===== config.mk =====
export PLATFORM = sky130hd
export DESIGN_NAME = fifo_id_free_list_allocator
export DESIGN_NICKNAME = d
export VERILOG_FILES = /design/src/design/fidfa_pkg.sv /design/src/design/fidfa_ram.sv /design/src/design/fifo_id_free_list_allocator.sv
export VERILOG_INCLUDE_DIRS = /design/src /design/src/design
export SDC_FILE = /design/constraint.sdc
export NUM_CORES = 2
export LEC_CHECK = 0
export BUFFER_PORTS_ARGS = -buffer_cell sky130_fd_sc_hd__buf_2
export CELL_PAD_IN_SITES_DETAIL_PLACEMENT = 1
export CELL_PAD_IN_SITES_GLOBAL_PLACEMENT = 1
export CORE_AREA = 2 2 400 402
export CTS_CLUSTER_DIAMETER = 40
export CTS_CLUSTER_SIZE = 14
export DETAILED_ROUTE_END_ITERATION = 16
export DIE_AREA = 0 0 402 404
export PLACE_DENSITY = 0.89
export SLEW_MARGIN = 10
export SYNTH_ARGS = -nofsm -noshare
export SYNTH_HDL_FRONTEND = slang
export SYNTH_SLANG_ARGS = --single-unit

===== constraint.sdc =====
create_clock -name clock -period 15.7 [get_ports clock]
set_input_delay 0.785 -clock clock [delete_from_list [all_inputs] [get_ports clock]]
set_output_delay 0.785 -clock clock [all_outputs]
set_load 0.1 [all_outputs]

===== src/design/assert_macros.svh =====
// Assertion helpers included by the allocator design file.
`ifndef ASSERT_MACROS_SVH
`define ASSERT_MACROS_SVH

// Property checked on every rising clock edge outside reset.
`define ASSERT_CLK(label, clk, rst, prop, msg) \
   label: assert property (@(posedge clk) disable iff (rst) (prop)) else $error(msg);

// Property checked on every rising clock edge, reset included.
`define ASSERT_ALWAYS(label, clk, prop, msg) \
   label: assert property (@(posedge clk) (prop)) else $error(msg);

`endif


===== src/design/fidfa_pkg.sv =====
`default_nettype none

package fidfa_pkg;

   localparam int ID_BITS   = 8;
   localparam int POOL_SIZE = 1 << ID_BITS;
   localparam int CNT_BITS  = ID_BITS + 1;

   localparam logic [1:0] ACT_ADD   = 2'd0;
   localparam logic [1:0] ACT_ALLOC = 2'd1;
   localparam logic [1:0] ACT_FREE  = 2'd2;

   localparam logic [1:0] ST_OK           = 2'd0;
   localparam logic [1:0] ST_BAD_RANGE    = 2'd1;
   localparam logic [1:0] ST_EMPTY        = 2'd2;
   localparam logic [1:0] ST_ALREADY_FREE = 2'd3;

   typedef logic [ID_BITS-1:0]  id_type;
   typedef logic [CNT_BITS-1:0] count_type;

   typedef struct packed {
      logic [1:0] action;
      logic [7:0] range_start;
      logic [7:0] range_end;
      logic [7:0] release_id;
   } req_type;

   typedef struct packed {
      logic [1:0] status;
      logic [7:0] granted_id;
   } rsp_type;

   function automatic logic too_wide(input logic [7:0] v);
      return 32'(v) >= POOL_SIZE;
   endfunction

   function automatic id_type id_of(input logic [7:0] v);
      return ID_BITS'(v);
   endfunction

endpackage

`default_nettype wire


===== src/design/fidfa_ram.sv =====
`default_nettype none

module fidfa_ram #(
   parameter int WIDTH = 8,
   parameter int DEPTH = 256
) (
   input  wire logic                     clock,
   input  wire logic                     wr_en,
   input  wire logic [$clog2(DEPTH)-1:0] wr_addr,
   input  wire logic [WIDTH-1:0]         wr_data,
   input  wire logic [$clog2(DEPTH)-1:0] rd_addr,
   output logic      [WIDTH-1:0]         rd_data
);

   logic [WIDTH-1:0] mem_ff [DEPTH];

   always_ff @(posedge clock) begin
      if (wr_en) begin
         mem_ff[wr_addr] <= wr_data;
      end
      rd_data <= mem_ff[rd_addr];
   end

endmodule

`default_nettype wire


===== src/design/fifo_id_free_list_allocator.sv =====
// Channel | Direction | Handshake           | Word
// req     | in        | req_valid/req_stall | fidfa_pkg::req_type
// rsp     | out       | rsp_valid/rsp_stall | fidfa_pkg::rsp_type
//
// Action 3, rejected requests and allocate on an empty pool: answered from IDLE on accept.
// Free and allocate: pass through FREE_CHK or ALLOC, which use the registered memory read.
// Add-range: the ADD state walks from start to end, one identifier checked per cycle.
// After reset a clearing pass zeroes all 256 bitmap entries; req_stall is high.
// A result waits in the output register; req_stall is high while a request
// is in progress or while a held result is stalled.
`default_nettype none

module fifo_id_free_list_allocator (
   input  wire logic               clock,
   input  wire logic               reset,
   input  wire logic               req_valid,
   output logic                    req_stall,
   input  wire fidfa_pkg::req_type req_data,
   output logic                    rsp_valid,
   input  wire logic               rsp_stall,
   output fidfa_pkg::rsp_type      rsp_data
);

   `include "assert_macros.svh"

   typedef enum logic [2:0] {
      CLEAR,
      IDLE,
      ADD,
      ALLOC,
      FREE_CHK
   } state_type;

   state_type              state_ff, state_in;
   fidfa_pkg::id_type      head_ff, head_in;
   fidfa_pkg::id_type      tail_ff, tail_in;
   fidfa_pkg::count_type   count_ff, count_in;
   fidfa_pkg::id_type      cur_ff, cur_in;
   fidfa_pkg::id_type      last_ff, last_in;
   logic                   rsp_valid_ff, rsp_valid_in;
   fidfa_pkg::rsp_type     rsp_data_ff, rsp_data_in;

   logic                   accept;
   logic                   load;
   logic                   ram_we;
   fidfa_pkg::id_type      ram_wdata;
   fidfa_pkg::id_type      ram_rdata;
   fidfa_pkg::id_type      rel_id;
   logic                   map_we;
   fidfa_pkg::id_type      map_waddr;
   logic                   map_wdata;
   fidfa_pkg::id_type      map_raddr;
   logic                   map_rdata;

   fidfa_ram #(
      .WIDTH(fidfa_pkg::ID_BITS),
      .DEPTH(fidfa_pkg::POOL_SIZE)
   ) u_queue (
      .clock   (clock),
      .wr_en   (ram_we),
      .wr_addr (tail_ff),
      .wr_data (ram_wdata),
      .rd_addr (head_ff),
      .rd_data (ram_rdata)
   );

   fidfa_ram #(
      .WIDTH(1),
      .DEPTH(fidfa_pkg::POOL_SIZE)
   ) u_map (
      .clock   (clock),
      .wr_en   (map_we),
      .wr_addr (map_waddr),
      .wr_data (map_wdata),
      .rd_addr (map_raddr),
      .rd_data (map_rdata)
   );

   assign req_stall = (state_ff != IDLE) || (rsp_valid_ff && rsp_stall);
   assign accept    = req_valid && !req_stall;
   assign rsp_valid = rsp_valid_ff;
   assign rsp_data  = rsp_data_ff;
   assign rel_id    = fidfa_pkg::id_of(req_data.release_id);

   always_comb begin
      state_in    = state_ff;
      head_in     = head_ff;
      tail_in     = tail_ff;
      count_in    = count_ff;
      cur_in      = cur_ff;
      last_in     = last_ff;
      ram_we      = 1'b0;
      ram_wdata   = cur_ff;
      map_we      = 1'b0;
      map_waddr   = cur_ff;
      map_wdata   = 1'b0;
      map_raddr   = cur_ff;
      load        = 1'b0;
      rsp_data_in = rsp_data_ff;

      unique case (state_ff)
         CLEAR: begin
            map_we = 1'b1;
            if (cur_ff == '1) begin
               state_in = IDLE;
            end else begin
               cur_in = cur_ff + 1'b1;
            end
         end
         IDLE: begin
            // The bitmap read for the first identifier is launched on the accept edge.
            map_raddr = (req_data.action == fidfa_pkg::ACT_FREE) ? rel_id :
                        fidfa_pkg::id_of(req_data.range_start);
            if (accept) begin
               rsp_data_in.status     = fidfa_pkg::ST_OK;
               rsp_data_in.granted_id = 8'd0;
               case (req_data.action)
                  fidfa_pkg::ACT_ADD: begin
                     if ((req_data.range_start > req_data.range_end) ||
                         fidfa_pkg::too_wide(req_data.range_start) ||
                         fidfa_pkg::too_wide(req_data.range_end)) begin
                        rsp_data_in.status = fidfa_pkg::ST_BAD_RANGE;
                        load               = 1'b1;
                     end else begin
                        cur_in   = fidfa_pkg::id_of(req_data.range_start);
                        last_in  = fidfa_pkg::id_of(req_data.range_end);
                        state_in = ADD;
                     end
                  end
                  fidfa_pkg::ACT_ALLOC: begin
                     if (count_ff == '0) begin
                        rsp_data_in.status = fidfa_pkg::ST_EMPTY;
                        load               = 1'b1;
                     end else begin
                        state_in = ALLOC;
                     end
                  end
                  fidfa_pkg::ACT_FREE: begin
                     if (fidfa_pkg::too_wide(req_data.release_id)) begin
                        rsp_data_in.status = fidfa_pkg::ST_BAD_RANGE;
                        load               = 1'b1;
                     end else begin
                        cur_in   = rel_id;
                        state_in = FREE_CHK;
                     end
                  end
                  default: begin
                     load = 1'b1;
                  end
               endcase
            end
         end
         ADD: begin
            map_raddr = cur_ff + 1'b1;
            if (!map_rdata &&
                (count_ff < fidfa_pkg::CNT_BITS'(fidfa_pkg::POOL_SIZE))) begin
               ram_we    = 1'b1;
               tail_in   = tail_ff + 1'b1;
               count_in  = count_ff + 1'b1;
               map_we    = 1'b1;
               map_wdata = 1'b1;
            end
            if (cur_ff == last_ff) begin
               load     = 1'b1;
               state_in = IDLE;
            end else begin
               cur_in = cur_ff + 1'b1;
            end
         end
         ALLOC: begin
            // The queue read was launched at the head address on the accept edge.
            head_in                = head_ff + 1'b1;
            count_in               = count_ff - 1'b1;
            map_we                 = 1'b1;
            map_waddr              = ram_rdata;
            rsp_data_in.granted_id = 8'(ram_rdata);
            load                   = 1'b1;
            state_in               = IDLE;
         end
         FREE_CHK: begin
            if (map_rdata) begin
               rsp_data_in.status = fidfa_pkg::ST_ALREADY_FREE;
            end else begin
               ram_we    = 1'b1;
               tail_in   = tail_ff + 1'b1;
               count_in  = count_ff + 1'b1;
               map_we    = 1'b1;
               map_wdata = 1'b1;
            end
            load     = 1'b1;
            state_in = IDLE;
         end
         default: begin
            state_in = IDLE;
         end
      endcase

      if (load) begin
         rsp_valid_in = 1'b1;
      end else if (rsp_valid_ff && !rsp_stall) begin
         rsp_valid_in = 1'b0;
      end else begin
         rsp_valid_in = rsp_valid_ff;
      end
   end

   always_ff @(posedge clock) begin
      if (reset) begin
         state_ff     <= CLEAR;
         head_ff      <= '0;
         tail_ff      <= '0;
         count_ff     <= '0;
         cur_ff       <= '0;
         rsp_valid_ff <= 1'b0;
      end else begin
         state_ff     <= state_in;
         head_ff      <= head_in;
         tail_ff      <= tail_in;
         count_ff     <= count_in;
         cur_ff       <= cur_in;
         rsp_valid_ff <= rsp_valid_in;
      end
      last_ff     <= last_in;
      rsp_data_ff <= rsp_data_in;
   end

   `ASSERT_CLK(a_count_bound, clock, reset, count_ff <= fidfa_pkg::CNT_BITS'(fidfa_pkg::POOL_SIZE), "free count beyond pool size")
   `ASSERT_CLK(a_no_overwrite, clock, reset, load |-> !(rsp_valid_ff && rsp_stall), "result loaded over a stalled word")
   `ASSERT_CLK(a_alloc_nonempty, clock, reset, (state_ff == ALLOC) |-> (count_ff != '0), "allocate issued on an empty pool")
   `ASSERT_CLK(a_pointers_wrap, clock, reset, ((count_ff == '0) || (count_ff == fidfa_pkg::CNT_BITS'(fidfa_pkg::POOL_SIZE))) |-> (head_ff == tail_ff), "head and tail disagree with count")

endmodule

`default_nettype wire


**Word-level counts from Yosys, hierarchy flattened**

Memory sizes are Yosys's and may differ from the RTL's. A register that Yosys moved wholly into a read port is not among the register bits.
Cells that the tools add are included.

- Bits in read-only memories: 0
- Bits in latches: 0
- Register bits after elaboration: 55
- Bits in writable memories: 2304
- Logic and storage cells: 111
- Output and inout port bits: 12
- Memories: 2

Memory list:

| memory | words | width | rd ports | clocked after memory_dff | write ports | line | RTL |
|---|---|---|---|---|---|---|---|
| u_queue.mem_ff | 256 | 8 | 1 | 1 | 1 | fidfa_ram.sv:15 | `logic [WIDTH-1:0] mem_ff [DEPTH];` |
| u_map.mem_ff | 256 | 1 | 1 | 1 | 1 | fidfa_ram.sv:15 |  |

- Order comparisons: 2
- Muxes and demuxes: 45
- Shift-type cells: 0
- Divide/modulo/power cells: 0
- Reductions and logical operators: 26
- Add/subtract/negate cells: 5
- Equal/unequal tests: 21
- Bitwise logic cells: 1
- Multipliers: 0

Operators with widths:

| cell | count |
|---|---|
| $mux W8 | 8 |
| $pmux W8 S2 | 4 |
| $pmux W9 S3 | 1 |
| $add A8 B1 Y8 const B | 3 |
| $pmux W8 S3 | 1 |
| $mux W9 | 2 |
| $pmux W3 S3 | 2 |
| $mux W3 | 5 |
| $ne A2 B2 Y1 const B | 7 |
| $mux W1 | 13 |
| $reduce_and A6 Y1 | 2 |
| $mux W10 | 1 |
| $add A9 B1 Y9 const B | 1 |
| $logic_not A9 Y1 | 1 |
| $lt A9 B9 Y1 const B | 1 |
| $pmux W1 S3 | 3 |
| $reduce_and A3 Y1 | 3 |
| $sub A9 B1 Y9 const B | 1 |
| $eq A8 B8 Y1 | 1 |
| $eq A8 B8 Y1 const B | 1 |
| $gt A8 B8 Y1 | 1 |
| $pmux W2 S2 | 2 |
| $reduce_bool A2 Y1 | 4 |
| $eq A3 B2 Y1 const B | 2 |
| other kinds (21) | 30 |

**Longest topological paths before layout**

- Word-level depth: 7
- Gate-level depth with buffers: 16
- Depth with buffers taken out: 13

**Cells and area by module**

Synthesis repeated with hierarchy kept, for this count alone.

- Cell total of the unflattened synthesis: 4910
- Area, all modules: 94232.9 um^2

By module, submodules not included:

| module | times used | area an instance (um^2) | cells each |
|---|---|---|---|
| fidfa_ram at u_queue | 1 | 79556.3 | 3733 |
| fidfa_ram at u_map | 1 | 11128.2 | 788 |
| fifo_id_free_list_allocator | 1 | 3548.4 | 389 |

**Worst setup path after synthesis**

OpenSTA, ideal clock, no wires.

- Kind: register to register
- From: register state_ff[1]
- To: memory u_queue.mem_ff[154][0], enable pin
- Cell stages (with the launch flop): 9
- Clock period less this slack: 7.435 ns
- Arrival: 7.065 ns
- Setup slack: 8.265 ns
- Cells stage by stage: dfxtp_1 buf_2 buf_1 mux2i_1 nor3_1 clkbuf_1 nand3_1 clkbuf_1 nor2_1

- Cells in the longest elaborated chain, start to end: 4
- Elaborated cells on any way between the ends: 5
- Classes of those cells: eq/ne (2); mux (3)

RTL lines:

| element | line | RTL |
|---|---|---|
| from (decl) | fifo_id_free_list_allocator.sv:34 | `state_type state_ff, state_in;` |
| from (signal assigned) | fifo_id_free_list_allocator.sv:216 | `state_ff <= state_in;` |
| $eq A3 B3 Y1 or $eq A3 B2 Y1 (tied branches) | -- |  |
| $pmux W1 S2 * | -- |  |
| net map_wdata | fifo_id_free_list_allocator.sv:51 | `logic map_wdata;` |
| $mux W1 * | fidfa_ram.sv:18 | `if (wr_en) begin` |
| $mux W1 (not written as such) * | fidfa_ram.sv:19 | `mem_ff[wr_addr] <= wr_data;` |
| to (decl) | fidfa_ram.sv:15 |  |

The timed path passes the listed nets; every way through them passes the cells marked *.

**Worst setup path after layout**

- From: register state_ff[1]
- To: register count_ff[8]

- Cells in the longest elaborated chain, start to end: 3
- Elaborated cells on any way between the ends: 8
- Classes of those cells: eq/ne (5); mux (1); reduce/logical (2)

RTL lines:

| element | line | RTL |
|---|---|---|
| $eq A3 B3 Y1 or $eq A3 B2 Y1 (tied branches) | fifo_id_free_list_allocator.sv:101 | `unique case (state_ff)` |
| $ne A2 B2 Y1 (no line) or $reduce_bool A3 Y1 (tied branches) | -- |  |
| $reduce_and A3 Y1 (no line) | -- |  |
| to (signal assigned) | fifo_id_free_list_allocator.sv:219 | `count_ff <= count_in;` |
| to (decl) | fifo_id_free_list_allocator.sv:37 | `fidfa_pkg::count_type count_ff, count_in;` |

Several ways; a longest one is shown, not always the timed one.
A chain may end at the register's enable or synchronous reset.

==> metrics <==
worst clock skew 76.6 ps; Antenna Violating Nets Remaining 0; # resized after CTS 0; num rows 146; drt pass-1 iters 7; share of the synthesized area in the top cell type 74.0%; vias per cell 7.42; die area 162000 um2; total track usage 36.5%; final core occ 67.0%; Clock Path Buffers 4; DRC violations left 0; wire per inst 41.3 um; GR Overflow Total 0; Root Buffer clkbuf_16; Hold Violations, Final 0; Sink Count 2368; largest net degree at the start of global routing 268; Netlist cell types 77; RSZ-0062 raised after global routing no; Synth area leaders edfxtp_1, mux4_2, nor2_1; CTS Buf Count 283; Die Ht 404 um; worst min-delay path category primary input to flop; CTS tree yes; EDFF count, synth 2322; Clock Latency Late Sink 940 ps; Post-Synthesis Cells 4672; Area growth, synth to finish 12.2%; Peak VDD IR 0.119 mV; Setup crit end kind flop; post-synth design cell area 94200 um2; critical path arrival 7060 ps; Final TNS setup 0 ps; max-cap viol count 0; Post-synth top flop edfxtp_1; Setup Viol. Count Final 0; Post-synth ARST share 0%; launching point of the worst reg2reg path state_ff[1]; via count 52300; sequential element share of the synthesized area 75.0%; Starting Density 59.7%; startpoint class of the critical path flop; NumNets Final 4824; DR iter-0 viols 8463; fraction of layout cells with a size suffix above 1 25.6%; Worst-path clk slew 70 ps; Least-Margin Pin Slew 1340 ps; synth warn 0; FF+latch count, synth 2368; Post-CTS Setup Bufs 0; CP Launch Point state_ff[1]; P_leak 31.6 nW; Slew HR 10.4%; max-slew violations 0; CP required 16530 ps; Port-buffer cells 41; H-tree depth 5; Period minus WS final 6230 ps; initial antenna violation count 15; DPL Wire Length 145000 um; RD Place Congestion 0.821; WL final 291000 um; vias in the first global route 53700; first-pass GRT wire length 417000 um; Avg Inst Size Synth 20.2 um2; Critical Path Fanout Max 28; Fmax 160 MHz; hold path start req_data[9]; total power per unit cell area 130 nW/um2; leading area contributor after synthesis edfxtp_1; outcome finished clean; cts hold-fix bufs 0; crit path kind flop to flop; syn_nets 4724; I/O pins 42; die width 402 um; core box area 158000 um2; final worst-path cycle share 39.7%
cell families after synthesis:
family | count (synthesis) | share of synthesized area, %
XOR/XNOR | 25 | 0.232
multiplexers | 784 | 17.4
adder cells (fa/ha/maj) | 22 | 0.300
buffers and inverters | 320 | 1.46
AO/OA/AOI/OAI | 170 | 1.26
flip-flops | 2368 | 75.0
AND/OR/NAND/NOR | 983 | 4.39
synth_stat cells, types with 10 or more instances:
| cell | count |
|---|---|
| mux2i_1 | 94 |
| nand3_1 | 68 |
| nor2_1 | 575 |
| mux4_2 | 679 |
| nor3_1 | 17 |
| a21oi_1 | 44 |
| dfxtp_1 | 46 |
| xor2_1 | 11 |
| inv_1 | 26 |
| nand3b_1 | 13 |
| nor2b_1 | 14 |
| nand4_1 | 18 |
| mux2_2 | 11 |
| nand2_1 | 209 |
| clkbuf_1 | 174 |
| a32oi_1 | 10 |
| buf_1 | 26 |
| and3_1 | 23 |
| edfxtp_1 | 2322 |
| ha_1 | 21 |
| buf_2 | 78 |
| o21ai_0 | 28 |
| xnor2_1 | 14 |
sequential cells by signal, indices dropped and copies added (netlist names):
register / count
cur_ff: 8
count_ff: 9
last_ff: 8
state_ff: 3
u_map.rd_data: 1
rsp_data: 10
u_queue.mem_ff: 2048
rsp_valid: 1
head_ff: 8
u_queue.rd_data: 8
tail_ff: 8
u_map.mem_ff: 256
worst max-delay path, cell delays in order, from the launching register on:
cell,delay [ps]
dfxtp_1,940
nor2b_1,720
nand2_1,680
inv_1,1020
ha_1,430
nor2b_1,190
o21ai_0,270
a21boi_0,190
o21ai_0,360
a21oi_1,190
o21ai_0,310
a21oi_1,150
or4_1,510
a21oi_1,170
cell usage in the layout (no fill, tap or decap), drive strengths merged, types with 29 or more instances in the layout:
cell,instances
a21oi,45
buf,107
clkbuf,320
clkinv,77
dfxtp,46
edfxtp,2322
inv,65
mux2i,94
mux4,679
nand2,209
nand3,68
nor2,577
o21ai,29
final timing paths:
path | slack, ps | endpoint | depth (start not counted)
setup / recovery | 9470 | count_ff[8] | 13
hold / removal | 80 | last_ff[1] | 1
setup reg to reg | 9470 | count_ff[8] | 13
hold reg to reg | 560 | count_ff[8] | 2
layout make-up:
type                    instances  area [um2]
diodes                          1        2.50
clock buffers                 319        7400
clock inverters               162        1760
fillers                     12300       52200
inverters                      27         101
multi-input cells            1984       22300
flip-flops and latches       2368       70700
well taps                    2072        2590
repair buffers                108         846
per-stage QoR:
| step | hold WS, ps | total power [mW] | worst slack [ps] | cells | instance area (um2) |
|---|---|---|---|---|---|
| detailed placement | 537 | 7.20 | 9810 | 6556 | 96400 |
| CTS | 35.3 | 13.7 | 9840 | 7037 | 106000 |
| global route | 58.1 | 14.0 | 9200 | 7040 | 106000 |
| finish | 76.1 | 13.8 | 9470 | 7041 | 106000 |
| global placement | 506 | 7.18 | 10020 | 6556 | 96400 |
| floorplan | 478 | 7.14 | 8260 | 4672 | 94200 |
power breakdown:
| part | internal, mW | total, mW | switching [mW] |
|---|---|---|---|
| logic | 0.0393 | 0.173 | 0.133 |
| clock network | 3.85 | 6.68 | 2.83 |
| registers | 6.88 | 6.90 | 0.0180 |
| total | 10.8 | 13.8 | 2.98 |
layer usage:
layer	share of wire, %	global-route usage (%)	wire length (um)
met5	0.059	0	171
met2	49	59.6	144000
met4	5.8	17.4	16900
met3	12	8.47	33700
met1	33	46.9	96700
(Power assumes the default switching activity.)
